## src/design/redundant_bind_filter_macros.svh

```systemverilog
// Assertion macros for the redundant bind filter.
// Used by the top level; expects signals clk and rst in scope.
`ifndef REDUNDANT_BIND_FILTER_MACROS_SVH
`define REDUNDANT_BIND_FILTER_MACROS_SVH

// Checked only outside reset.
`define RBF_ASSERT(lbl, prop, msg) \
  lbl: assert property (@(posedge clk) disable iff (rst) prop) else $error(msg);

// Checked at every edge, reset included.
`define RBF_ASSERT_ALWAYS(lbl, prop, msg) \
  lbl: assert property (@(posedge clk) prop) else $error(msg);

`endif

```

## src/design/rbf_pkg.sv

```systemverilog
// Shared types and constants for the redundant bind filter.
// No dependencies; imported by every module of the block.
package rbf_pkg;

  localparam int UNITS = 8;
  localparam int UNIT_IDX_W = (UNITS > 1) ? $clog2(UNITS) : 1;

  localparam logic [31:0] UNKNOWN_HANDLE = 32'hffff_ffff;
  localparam logic [5:0]  NO_UNIT        = 6'd63;

  localparam int QDEPTH = 4;
  localparam int QPTR_W = $clog2(QDEPTH);

  typedef enum logic [3:0] {
    REQ_VAO       = 4'd0,
    REQ_TEX_SAMPLE = 4'd1,
    REQ_TEX       = 4'd2,
    REQ_SELECT    = 4'd3,
    REQ_UBUF      = 4'd4,
    REQ_VAO_DEL   = 4'd5,
    REQ_TEX_DEL   = 4'd6,
    REQ_QUERY     = 4'd7,
    REQ_INVALIDATE = 4'd8,
    REQ_COUNTER   = 4'd9
  } rbf_req_t;

  typedef enum logic [2:0] {
    CMD_SELECT    = 3'd0,
    CMD_BIND_VAO  = 3'd1,
    CMD_BIND_TEX  = 3'd2,
    CMD_BIND_UBUF = 3'd3,
    CMD_ANSWER    = 3'd4
  } rbf_kind_t;

  // One queue entry: the results caused by one request.
  // When two is set, the second result is always a texture bind of val1.
  typedef struct packed {
    logic        two;
    rbf_kind_t   kind0;
    logic [63:0] val0;
    logic [31:0] val1;
  } rbf_entry_t;

  typedef struct packed {
    logic full;
    logic empty;
  } rbf_qstat_t;

endpackage

```

## src/design/redundant_bind_filter.sv

```systemverilog
// Top level of the redundant bind filter: front end, result queue, back end.
// Depends on rbf_pkg, rbf_front, rbf_queue, rbf_back and the macros header.
//
// channel  dir  tdata                          tuser         tlast
// s_       in   handle, unit, counter_sel      req_type      -
// m_       out  cmd_value                      cmd_kind      last
//
// One request transaction is taken per cycle while the 4-entry queue has room.
// Each result is written into the queue before it leaves; a request
// with two results leaves as two output transactions, and the queue absorbs it.
// Requests with no result only update state and leave nothing in the queue.
// rst is synchronous and clears all caches and counters.
// An output stall backs up only through the queue; the front runs until full.
`include "redundant_bind_filter_macros.svh"

module redundant_bind_filter import rbf_pkg::*; (
  input  logic        clk,
  input  logic        rst,
  input  logic        s_tvalid,
  output logic        s_tready,
  input  logic [39:0] s_tdata,   // handle[31:0], unit[36:32], counter_sel[38:37], zero pad
  input  logic [3:0]  s_tuser,   // req_type[3:0]
  output logic        m_tvalid,
  input  logic        m_tready,
  output logic [63:0] m_tdata,   // cmd_value[63:0]
  output logic [2:0]  m_tuser,   // cmd_kind[2:0]
  output logic        m_tlast
);

  rbf_entry_t push_entry;
  rbf_entry_t head;
  rbf_qstat_t qstat;
  logic       push;
  logic       pop;

  rbf_front u_front (
    .clk         (clk),
    .rst         (rst),
    .in_valid    (s_tvalid),
    .in_ready    (s_tready),
    .req         (rbf_req_t'(s_tuser)),
    .handle      (s_tdata[31:0]),
    .unit        (s_tdata[36:32]),
    .counter_sel (s_tdata[38:37]),
    .qstat       (qstat),
    .push        (push),
    .entry       (push_entry)
  );

  rbf_queue u_queue (
    .clk      (clk),
    .rst      (rst),
    .push     (push),
    .wr_entry (push_entry),
    .pop      (pop),
    .rd_entry (head),
    .qstat    (qstat)
  );

  rbf_back u_back (
    .clk       (clk),
    .rst       (rst),
    .qstat     (qstat),
    .head      (head),
    .pop       (pop),
    .out_valid (m_tvalid),
    .out_ready (m_tready),
    .kind      (m_tuser),
    .value     (m_tdata),
    .last      (m_tlast)
  );

  // queue bookkeeping: never full and empty at once
  `RBF_ASSERT(a_queue_state, !(qstat.full && qstat.empty), "queue full and empty")
  // answers are always single results
  `RBF_ASSERT(a_answer_last, (m_tvalid && (m_tuser == CMD_ANSWER)) |-> m_tlast, "answer not last")
  // the first of a pair is always a unit select
  `RBF_ASSERT(a_pair_head, (m_tvalid && !m_tlast) |-> (m_tuser == CMD_SELECT), "bad pair head")
  // nothing is offered in the cycle after a reset cycle
  `RBF_ASSERT_ALWAYS(a_reset_idle, rst |=> !m_tvalid, "output valid after reset")

endmodule

```

## src/design/rbf_front.sv

```systemverilog
// Front end: accepts requests, checks them against the binding caches,
// updates state and pushes the resulting commands. Depends on rbf_pkg.
module rbf_front import rbf_pkg::*; (
  input  logic        clk,
  input  logic        rst,
  input  logic        in_valid,
  output logic        in_ready,
  input  rbf_req_t    req,
  input  logic [31:0] handle,
  input  logic [4:0]  unit,
  input  logic [1:0]  counter_sel,
  input  rbf_qstat_t  qstat,
  output logic        push,
  output rbf_entry_t  entry
);

  logic [31:0] cached_vertex_array;
  logic [31:0] cached_uniform_buffer;
  logic [31:0] cached_texture [UNITS];
  logic [5:0]  hit_count [UNITS];
  logic [5:0]  selected_unit;
  logic [63:0] stat_counters [4];

  logic                  acc;
  logic                  cached;
  logic [UNIT_IDX_W-1:0] idx;
  logic                  tex_hit;
  logic                  unit_diff;
  logic                  res;

  assign in_ready  = !qstat.full;
  assign acc       = in_valid && in_ready;
  assign cached    = {1'b0, unit} < 6'(UNITS);
  assign idx       = unit[UNIT_IDX_W-1:0];
  assign tex_hit   = cached && (cached_texture[idx] == handle);
  assign unit_diff = {1'b0, unit} != selected_unit;

  always_comb begin
    res         = 1'b0;
    entry.two   = 1'b0;
    entry.kind0 = CMD_SELECT;
    entry.val0  = 64'({1'b0, unit});
    entry.val1  = handle;
    case (req)
      REQ_VAO: begin
        if (handle != cached_vertex_array) begin
          res         = 1'b1;
          entry.kind0 = CMD_BIND_VAO;
          entry.val0  = 64'(handle);
        end
      end
      REQ_TEX_SAMPLE, REQ_TEX: begin
        if (tex_hit) begin
          res = ((req == REQ_TEX) || (hit_count[idx] == 6'd0)) && unit_diff;
        end else if (unit_diff) begin
          res       = 1'b1;
          entry.two = 1'b1;
        end else begin
          res         = 1'b1;
          entry.kind0 = CMD_BIND_TEX;
          entry.val0  = 64'(handle);
        end
      end
      REQ_SELECT: begin
        res = unit_diff;
      end
      REQ_UBUF: begin
        if (handle != cached_uniform_buffer) begin
          res         = 1'b1;
          entry.kind0 = CMD_BIND_UBUF;
          entry.val0  = 64'(handle);
        end
      end
      REQ_QUERY: begin
        res         = 1'b1;
        entry.kind0 = CMD_ANSWER;
        entry.val0  = 64'(tex_hit);
      end
      REQ_COUNTER: begin
        res         = 1'b1;
        entry.kind0 = CMD_ANSWER;
        entry.val0  = stat_counters[counter_sel];
      end
      default: begin
        res = 1'b0;
      end
    endcase
  end

  assign push = acc && res;

  always_ff @(posedge clk) begin
    if (rst) begin
      cached_vertex_array   <= UNKNOWN_HANDLE;
      cached_uniform_buffer <= UNKNOWN_HANDLE;
      selected_unit         <= NO_UNIT;
      for (int i = 0; i < UNITS; i++) begin
        cached_texture[i] <= UNKNOWN_HANDLE;
        hit_count[i]      <= 6'd0;
      end
      for (int i = 0; i < 4; i++) begin
        stat_counters[i] <= 64'd0;
      end
    end else if (acc) begin
      // any emitted select moves the selected unit
      if (res && (entry.kind0 == CMD_SELECT)) begin
        selected_unit <= {1'b0, unit};
      end
      case (req)
        REQ_VAO: begin
          stat_counters[0] <= stat_counters[0] + 64'd1;
          if (res) begin
            cached_vertex_array <= handle;
            stat_counters[1]    <= stat_counters[1] + 64'd1;
          end
        end
        REQ_TEX_SAMPLE, REQ_TEX: begin
          stat_counters[2] <= stat_counters[2] + 64'd1;
          if (tex_hit) begin
            hit_count[idx] <= hit_count[idx] + 6'd1;
          end else begin
            stat_counters[3] <= stat_counters[3] + 64'd1;
            if (cached) begin
              cached_texture[idx] <= handle;
            end
          end
        end
        REQ_UBUF: begin
          cached_uniform_buffer <= handle;
        end
        REQ_VAO_DEL: begin
          if (cached_vertex_array == handle) begin
            cached_vertex_array <= UNKNOWN_HANDLE;
          end
        end
        REQ_TEX_DEL: begin
          for (int i = 0; i < UNITS; i++) begin
            if (cached_texture[i] == handle) begin
              cached_texture[i] <= UNKNOWN_HANDLE;
            end
          end
        end
        REQ_INVALIDATE: begin
          cached_vertex_array   <= UNKNOWN_HANDLE;
          cached_uniform_buffer <= UNKNOWN_HANDLE;
          selected_unit         <= NO_UNIT;
          for (int i = 0; i < UNITS; i++) begin
            cached_texture[i] <= UNKNOWN_HANDLE;
          end
        end
        default: begin
        end
      endcase
    end
  end

endmodule

```

## src/design/rbf_queue.sv

```systemverilog
// Small FIFO of result entries between front and back end.
// Depends on rbf_pkg.
module rbf_queue import rbf_pkg::*; (
  input  logic       clk,
  input  logic       rst,
  input  logic       push,
  input  rbf_entry_t wr_entry,
  input  logic       pop,
  output rbf_entry_t rd_entry,
  output rbf_qstat_t qstat
);

  rbf_entry_t        mem [QDEPTH];
  logic [QPTR_W-1:0] wr_ptr;
  logic [QPTR_W-1:0] rd_ptr;
  logic [QPTR_W:0]   count;

  assign qstat.full  = count == (QPTR_W + 1)'(QDEPTH);
  assign qstat.empty = count == '0;
  assign rd_entry    = mem[rd_ptr];

  always_ff @(posedge clk) begin
    if (push) begin
      mem[wr_ptr] <= wr_entry;
    end
  end

  always_ff @(posedge clk) begin
    if (rst) begin
      wr_ptr <= '0;
      rd_ptr <= '0;
      count  <= '0;
    end else begin
      if (push) begin
        wr_ptr <= wr_ptr + 1'b1;
      end
      if (pop) begin
        rd_ptr <= rd_ptr + 1'b1;
      end
      case ({push, pop})
        2'b10:   count <= count + 1'b1;
        2'b01:   count <= count - 1'b1;
        default: count <= count;
      endcase
    end
  end

endmodule

```

## src/design/rbf_back.sv

```systemverilog
// Back end: plays each queue entry out as one or two output transactions
// and marks the final one. Depends on rbf_pkg.
module rbf_back import rbf_pkg::*; (
  input  logic        clk,
  input  logic        rst,
  input  rbf_qstat_t  qstat,
  input  rbf_entry_t  head,
  output logic        pop,
  output logic        out_valid,
  input  logic        out_ready,
  output logic [2:0]  kind,
  output logic [63:0] value,
  output logic        last
);

  logic beat;  // 1 while the second result of a pair is on the port

  assign out_valid = !qstat.empty;
  assign last      = !head.two || beat;
  assign kind      = beat ? CMD_BIND_TEX : head.kind0;
  assign value     = beat ? 64'(head.val1) : head.val0;
  assign pop       = out_valid && out_ready && last;

  always_ff @(posedge clk) begin
    if (rst) begin
      beat <= 1'b0;
    end else if (out_valid && out_ready) begin
      beat <= !last;
    end
  end

endmodule

```

## config.mk

```make
export PLATFORM = sky130hd
export DESIGN_NAME = redundant_bind_filter
export DESIGN_NICKNAME = d
export VERILOG_FILES = /design/src/design/rbf_pkg.sv /design/src/design/redundant_bind_filter.sv /design/src/design/rbf_front.sv /design/src/design/rbf_queue.sv /design/src/design/rbf_back.sv
export VERILOG_INCLUDE_DIRS = /design/src /design/src/design
export SDC_FILE = /design/constraint.sdc
export NUM_CORES = 2
export LEC_CHECK = 0
export BUFFER_PORTS_ARGS = -buffer_cell sky130_fd_sc_hd__buf_2
export CAP_MARGIN = 40
export CORE_MARGIN = 1
export CORE_UTILIZATION = 60
export DETAILED_ROUTE_END_ITERATION = 8
export PLACE_DENSITY_LB_ADDON = 0.08
export SETUP_SLACK_MARGIN = 0.15
export SYNTH_ARGS = -nofsm -noshare
export SYNTH_HDL_FRONTEND = slang
export SYNTH_HIERARCHICAL = 1
export SYNTH_SLANG_ARGS = --single-unit
```

## constraint.sdc

```tcl
create_clock -name clk -period 7.8 [get_ports clk]
set_clock_uncertainty 0.2 [all_clocks]
set_input_delay 0.39 -clock clk [delete_from_list [all_inputs] [get_ports clk]]
set_output_delay 0.39 -clock clk [all_outputs]
set_load 0.1 [all_outputs]
```

# [Yosys cells after proc, flatten, opt, wreduce, memory -nomap -nowiden]
# Memories as Yosys holds them, arrays and structs flattened. A register that Yosys moved wholly into a read port is not among the register bits.
# Index checks and enable logic that the tools add are counted.
[op_classes] add_sub_neg=9 n_lt_le_gt_ge=1 n_eq_ne=27 mux=125 bitwise=20 reduce_logical=28
[op_table] op="$mux W32" count=19
[op_table] op="$pmux W67 S5" count=1
[op_table] op="$eq A32 B32 Y1" count=10
[op_table] op="$mux W64" count=5
[op_table] op="$add A64 B1 Y64 const B" count=4
[op_table] op="$mux W66" count=2
[op_table] op="$pmux W32 S3" count=1
[op_table] op="$mux W1" count=84
[op_table] op="$mux W68" count=1
[op_table] op="$mux W65" count=1
[op_table] op="$ne A32 B32 Y1" count=2
[op_table] op="$pmux W32 S2" count=1
[op_table] op="$reduce_or A32 Y1" count=1
[op_table] op="$or A1 B1 Y1" count=20
[op_table] op="$mux W6" count=3
[op_table] op="$eq A4 B3 Y1 const B" count=4
[op_table] op="$mux W3" count=3
[op_table] op="$eq A4 B2 Y1 const B" count=2
[op_table] op="$eq A4 B4 Y1 const B" count=2
[op_table] op="$logic_and A1 B1 Y1" count=7
[op_table] op="$add A6 B1 Y6 const B" count=1
[op_table] op="$logic_not A3 Y1" count=2
[op_table] op="$logic_not A6 Y1" count=1
[op_table] op="$ne A5 B6 Y1" count=1
[op_table] op="21 further kinds" count=32
[word_totals] regBits=78 ram_bits=960 in_bits=48 word_cells=221 mem_count=4
[mem_list] memory="u_queue.mem" words=4 width=100 read_ports=1 rd_clocked_by_memory_dff=1 wr=1 line_no="rbf_queue.sv:13" text="rbf_entry_t mem [QDEPTH];"
[mem_list] memory="u_front.cached_texture" words=8 width=32 read_ports=9 rd_clocked_by_memory_dff=0 wr=8 line_no="rbf_front.sv:19" text="logic [31:0] cached_texture [UNITS];"
[mem_list] memory="u_front.stat_counters" words=4 width=64 read_ports=5 rd_clocked_by_memory_dff=0 wr=4 line_no="rbf_front.sv:22" text="logic [63:0] stat_counters [4];"
[mem_list] memory="u_front.hit_count" words=8 width=6 read_ports=1 rd_clocked_by_memory_dff=0 wr=8 line_no="rbf_front.sv:20" text="logic [5:0] hit_count [UNITS];"

# [Logic depth before layout (Yosys ltp)]
# An unclocked memory read counts as a cell.
[logic_depth] depth_word=12 ltp_mapped=22 ltp_nobuf=18

# [Hierarchy]
# The synthesis kept the hierarchy.
[by_module_without_submodules] mod="rbf_front" n_inst=1 cells_per_inst=3351 area_per_inst_um2=36696.4 seq_area_each_um2=18217.5
[by_module_without_submodules] mod="rbf_queue" n_inst=1 cells_per_inst=569 area_per_inst_um2=14963.1 seq_area_each_um2=12191.7
[by_module_without_submodules] mod="rbf_back" n_inst=1 cells_per_inst=83 area_per_inst_um2=719.4 seq_area_each_um2=20.0

# [Worst setup path before layout]
# Ideal clock, no wire load.
[synth_path] path_kind="input to register" from="in s_tdata[34]" to="mem u_front.stat_counters[1][0], enable pin" setup_ns=0.499 arrival_ns=5.605 required_ns=7.101 slack_ns=1.495 path_stages=14 cell_sequence="buf_6 > buf_6 > buf_4 > buf_2 > mux2_2 > a221oi_1 > a21oi_1 > a221o_1 > inv_1 > ha_1 > and4_1 > o21ai_0 > a21boi_0 > o21bai_1"
[synth_rtl] item="from (decl)" line_no="redundant_bind_filter.sv:21" text="input logic [39:0] s_tdata,"
[synth_rtl] item="to (decl)" line_no="rbf_front.sv:22"

# [Worst setup path in the final report]
[layout_path] from="in s_tdata[34]" to="reg u_queue.count[2]"
[layout_via] elab_chain_len=9 elab_cells_between_ends=16
[layout_lines] item="parallel branches: the longest is 5 deep, another holds $mem_v2 Z8 W32"
[layout_lines] item="$pmux W1 S5 (*)" line_no="rbf_front.sv:44" text="case (req)"
[layout_lines] item="$logic_and A1 B1 Y1 (*)" line_no="rbf_front.sv:90" text="assign push = acc && res;"
[layout_lines] item="named net push" line_no="redundant_bind_filter.sv:33" text="logic push;"
[layout_lines] item="$eq A2 B1 Y1 or $eq A2 B2 Y1 (tied branches)" line_no="rbf_queue.sv:40" text="case ({push, pop})"
[layout_lines] item="$pmux W3 S2 or $reduce_bool A2 Y1 (tied branches)"
[layout_lines] item="to (signal assigned)" line_no="rbf_queue.sv:41" text="2'b10: count <= count + 1'b1;"
[layout_lines] item="to (signal assigned)" line_no="rbf_queue.sv:42" text="2'b01: count <= count - 1'b1;"
[layout_lines] item="to (signal assigned)" line_no="rbf_queue.sv:43" text="default: count <= count;"
[layout_lines] item="to (decl)" line_no="rbf_queue.sv:16" text="logic [QPTR_W:0] count;"
# Mark *: on every way through the listed nets, which the timed path passes.
# A chain may end at the register's enable or synchronous reset.

==> metrics.log <==
INFO  metric run_status = finished, final reports clean
INFO  metric via_per_inst = ~6.4
INFO  metric asyncSetResetFlopFracSynth = 0
INFO  metric cts_resized = 0
INFO  metric hpwl = slightly below 100000 µm
INFO  metric clock-sinks = approximately 1000
INFO  metric whs = roughly 63 ps
INFO  metric area_fraction_in_compound_gates_after_synthesis = 0.0369
INFO  metric grt_first_pass_wirelength = 213000 µm
INFO  metric detailedRoute.firstPassIterationCount = 8
INFO  metric power_frac_clock = 0.404
INFO  metric syn-cell-area = ~52000 µm²
INFO  metric power_density = 222 nW/µm²
INFO  metric synthMostInstantiatedCell = sky130_fd_sc_hd__edfxtp_1
INFO  metric grt_pass1_vias = about 33000
INFO  metric crit_chain = buf_4 -> buf_12 -> mux2_2 -> o211ai_1 -> a31oi_1 -> nor4b_1 -> nand4_1 -> nor3_2 -> nand4_1 -> nand3_1 -> a21oi_1 -> inv_1 -> ha_1 -> inv_1 -> fa_1 -> xor2_1 -> or3_1 -> a21oi_1
INFO  metric setup_tns = 0 ps
INFO  metric r2r_slack = ~2600 ps
INFO  metric period_share = 0.711
INFO  metric simple_gate_share_of_the_synthesized_area = 0.140
INFO  metric design.portCount = around 120
INFO  metric critPathKind = input port to flop
INFO  metric cts_tree = built
INFO  metric cp.arrival = between 5000 and 6000 ps
INFO  metric total_routing_usage_reported_by_global_routing = 0.325
INFO  metric cts_max_path_buffers = 3
INFO  metric post_synth.cell_area_avg = approximately 13 µm²
INFO  metric place.port_buffers = between 100 and 150
INFO  metric highest_layer = met5
INFO  metric critPathTopFamily = simple AND/OR/NAND/NOR gates
INFO  metric drv.max_cap_violation_count = 0
INFO  metric layout-drive-gt1-share = 0.218
INFO  metric route.antenna.remaining_nets = 0
INFO  metric peakVddDrop = just under 0.0002 V
INFO  metric grt_setup_unrepaired = false
INFO  metric ys_warn_count = 6
INFO  metric root_buffer = sky130_fd_sc_hd__clkbuf_16
INFO  metric cts.reportedPaths.clkPinSlew = around 60 ps
INFO  metric post_synth_num_cell_types = between 60 and 70
INFO  metric synth-edff-count = 960
INFO  metric combinational_family_with_the_most_area_after_synthesis = simple AND/OR/NAND/NOR gates
INFO  metric cts-buffers-inserted = roughly 110
INFO  metric die-width = 297 µm
INFO  metric fp.coreArea = about 86000 µm²
INFO  metric synth_fa_ha_area_frac = 0.00301
INFO  metric timing.hold.worst.class = input port to flop
INFO  metric slew_violations = 0
INFO  metric cts.htree.levels = 3
INFO  metric timing.final.setup_violations = 0
INFO  metric slowest_stage = sky130_fd_sc_hd__buf_4
INFO  metric worstSetupEndpointType = flop
INFO  metric crit_buf_inv = 4
INFO  metric placementRows = ~110
INFO  metric layout.nets = between 4000 and 5000
INFO  metric post-synth-top-area-fraction = 0.550
INFO  metric synth_commonest_cells = 960 x sky130_fd_sc_hd__edfxtp_1, 416 x sky130_fd_sc_hd__nor2_1, 353 x sky130_fd_sc_hd__xnor2_1
INFO  metric wl_met3 = ~16000 µm
INFO  metric synth.ff_latch_count = between 1000 and 1500
INFO  metric synth.net_count = 4063
INFO  metric hold_viol = 0
INFO  metric power.internal = approximately 9.6 mW
INFO  metric proportion_of_synthesized_area_in_mux_cells = 0.107
INFO  metric cts_setup_buffers = 0
INFO  metric required_time_reported_for_the_critical_path_endpoint = 8220 ps
INFO  metric power.share.sequential = 0.498
INFO  metric relSlewSlack = 0.360
INFO  metric per_cell_routed_wire_length = 27.5 µm
INFO  metric final.min_clock_period = 5540 ps
INFO  metric met1_length = about 60000 µm
INFO  metric max_incr_delay_on_cp = approximately 580 ps
INFO  metric routed_wl = about 140000 µm
INFO  metric die_y = around 300 µm
INFO  metric power.static_leakage = 18.6 nW
INFO  metric finalWeightedCongestion = roughly 0.96
INFO  metric grt_antenna_before_repair = 10
INFO  metric tightestPinTransition = 960 ps
INFO  metric power_switching_share = 0.252
INFO  metric post_cts_hold_buffer_count = 18
INFO  metric yosysSeqAreaShare = 0.581
INFO  metric critPathLaunchType = input port
INFO  metric worst-path-max-fanout = 83
INFO  metric grt_start_max_net_pins = 84
INFO  metric fp.dieArea = slightly below 90000 µm²
INFO  metric yosys.area_share.xor_xnor = 0.0978
INFO  metric clk_latency = 710 ps
INFO  metric synthDominantAreaCellType = sky130_fd_sc_hd__edfxtp_1
INFO  metric grt_remaining_overflow = 0
INFO  metric drc_viols = 0
INFO  metric synth_flop_cell = sky130_fd_sc_hd__edfxtp_1
INFO  metric synthTopCellsByArea = sky130_fd_sc_hd__edfxtp_1 55%, sky130_fd_sc_hd__mux4_2 8.0%, sky130_fd_sc_hd__xnor2_1 5.9%
INFO  metric initial_standard_cell_utilization_of_the_core = 0.610
INFO  metric p_comb_frac = 0.097
INFO  metric syn2layout_area_growth = 9.84%
INFO  metric wl_met2 = around 65000 µm
INFO  metric p_sw = 3.21 mW
INFO  metric vias = approximately 34000
INFO  metric first_iter_violations = around 4400
INFO  metric syn-instance-count = around 4000
INFO  metric fmax = 180 MHz
## power groups by stage
| stage | Combinational, mW | Clock (mW) | Sequential [mW] |
|---|---|---|---|
| finish | 1.24 | 5.16 | 6.36 |
| global placement | 1.18 | 0 | 6.46 |
| global route | 1.29 | 5.42 | 6.38 |
| CTS | 1.22 | 5.22 | 6.36 |
| floorplan | 0.879 | 0 | 6.44 |
| detailed placement | 1.21 | 0 | 6.47 |
## layout make-up
type / count / area (µm²)
Inverter: 38 / 143
Clock inverter: 55 / 588
Antenna cell: 6 / 15.0
Fill cell: 6018 / 28300
Multi-Input combinational cell: 2597 / 20200
Clock buffer: 145 / 2970
Tap cell: 1144 / 1430
Sequential cell: 1040 / 30400
Timing Repair Buffer: 233 / 1720
## metrics by stage
stage          power (mW)  std cells   util  area (µm²)  worst slack (ps)
2_1_floorplan        7.32       4003      -       52400              1500
3_3_place_gp         7.64       5014  0.623       53500              1730
3_5_place_dp         7.68       5032  0.626       53700              1670
4_1_cts              12.8       5250  0.670       57500              2390
5_1_grt              13.1       5252  0.670       57500              2060
6_report             12.8       5258  0.670       57500              2260
## state kept, by name, indices dropped and copies added (netlist names), named ones only
register	cells
u_queue/mem	400
u_front/selected_unit	6
u_front/hit_count	48
u_front/cached_uniform_buffer	32
u_front/cached_vertex_array	32
u_queue/count	3
u_back/beat	1
u_queue/wr_ptr	2
u_front/stat_counters	256
u_queue/rd_ptr	2
u_front/cached_texture	256
## worst register-to-register path: cells and delay by family (launching register included)
| family | cells | cell delay [ps] |
|---|---|---|
| buffers and inverters | 2 | 310 |
| DFF | 1 | 390 |
| and+or+nand+nor | 7 | 2250 |
| adders and majority gates | 2 | 590 |
| xor gates and xnor gates | 1 | 160 |
| AOI/OAI and AO/OA | 2 | 470 |
| muxes | 2 | 710 |
## cells in the final DEF (no fill, tap or decap), drive strengths merged, types with 14 or more instances in the layout
cell and n:
clkbuf 145, o21bai 44, o21ai 42, nand2b 17
nand2 155, buf 214, dfxtp 80, or3 28
edfxtp 960, a22o 37, mux2 51, nor4 39
xnor2 353, mux4 186, clkinv 42, xor2 232
and3 88, or2 256, nor2 416, nand4 128
nor3 63, nand3 110, and4 20, nor2b 42
mux2i 85, inv 39, dlygate4sd3 18, a21oi 45
a221oi 14, and2 20, a221o 37
## worst paths after layout
check	cells after the start	to	start
setup / recovery	18	u_queue/count[2]	s_tdata[34]
hold / removal	2	u_queue/mem[0][26]	s_tdata[26]
setup reg to reg	16	u_queue/count[2]	u_front/cached_texture[4][16]
hold reg to reg	2	u_front/selected_unit[5]	u_front/selected_unit[5]
## layer usage
metal	track usage	vias up
met1	0.487	17100
li1	-	14700
met3	0.0676	215
met4	0.0776	4
met2	0.488	1827
met5	0	-
## logic make-up (layout without fill, tap and decap cells)
family                     Yosys count  after routing
other                                0              6
and+or+nand+nor                   1411           1411
AOI/OAI and AO/OA                  267            267
adders and majority gates           12             12
xor gates and xnor gates           585            585
DFF                               1040           1040
muxes                              322            322
buffers and inverters              366            471
(Power assumes the default switching activity.)
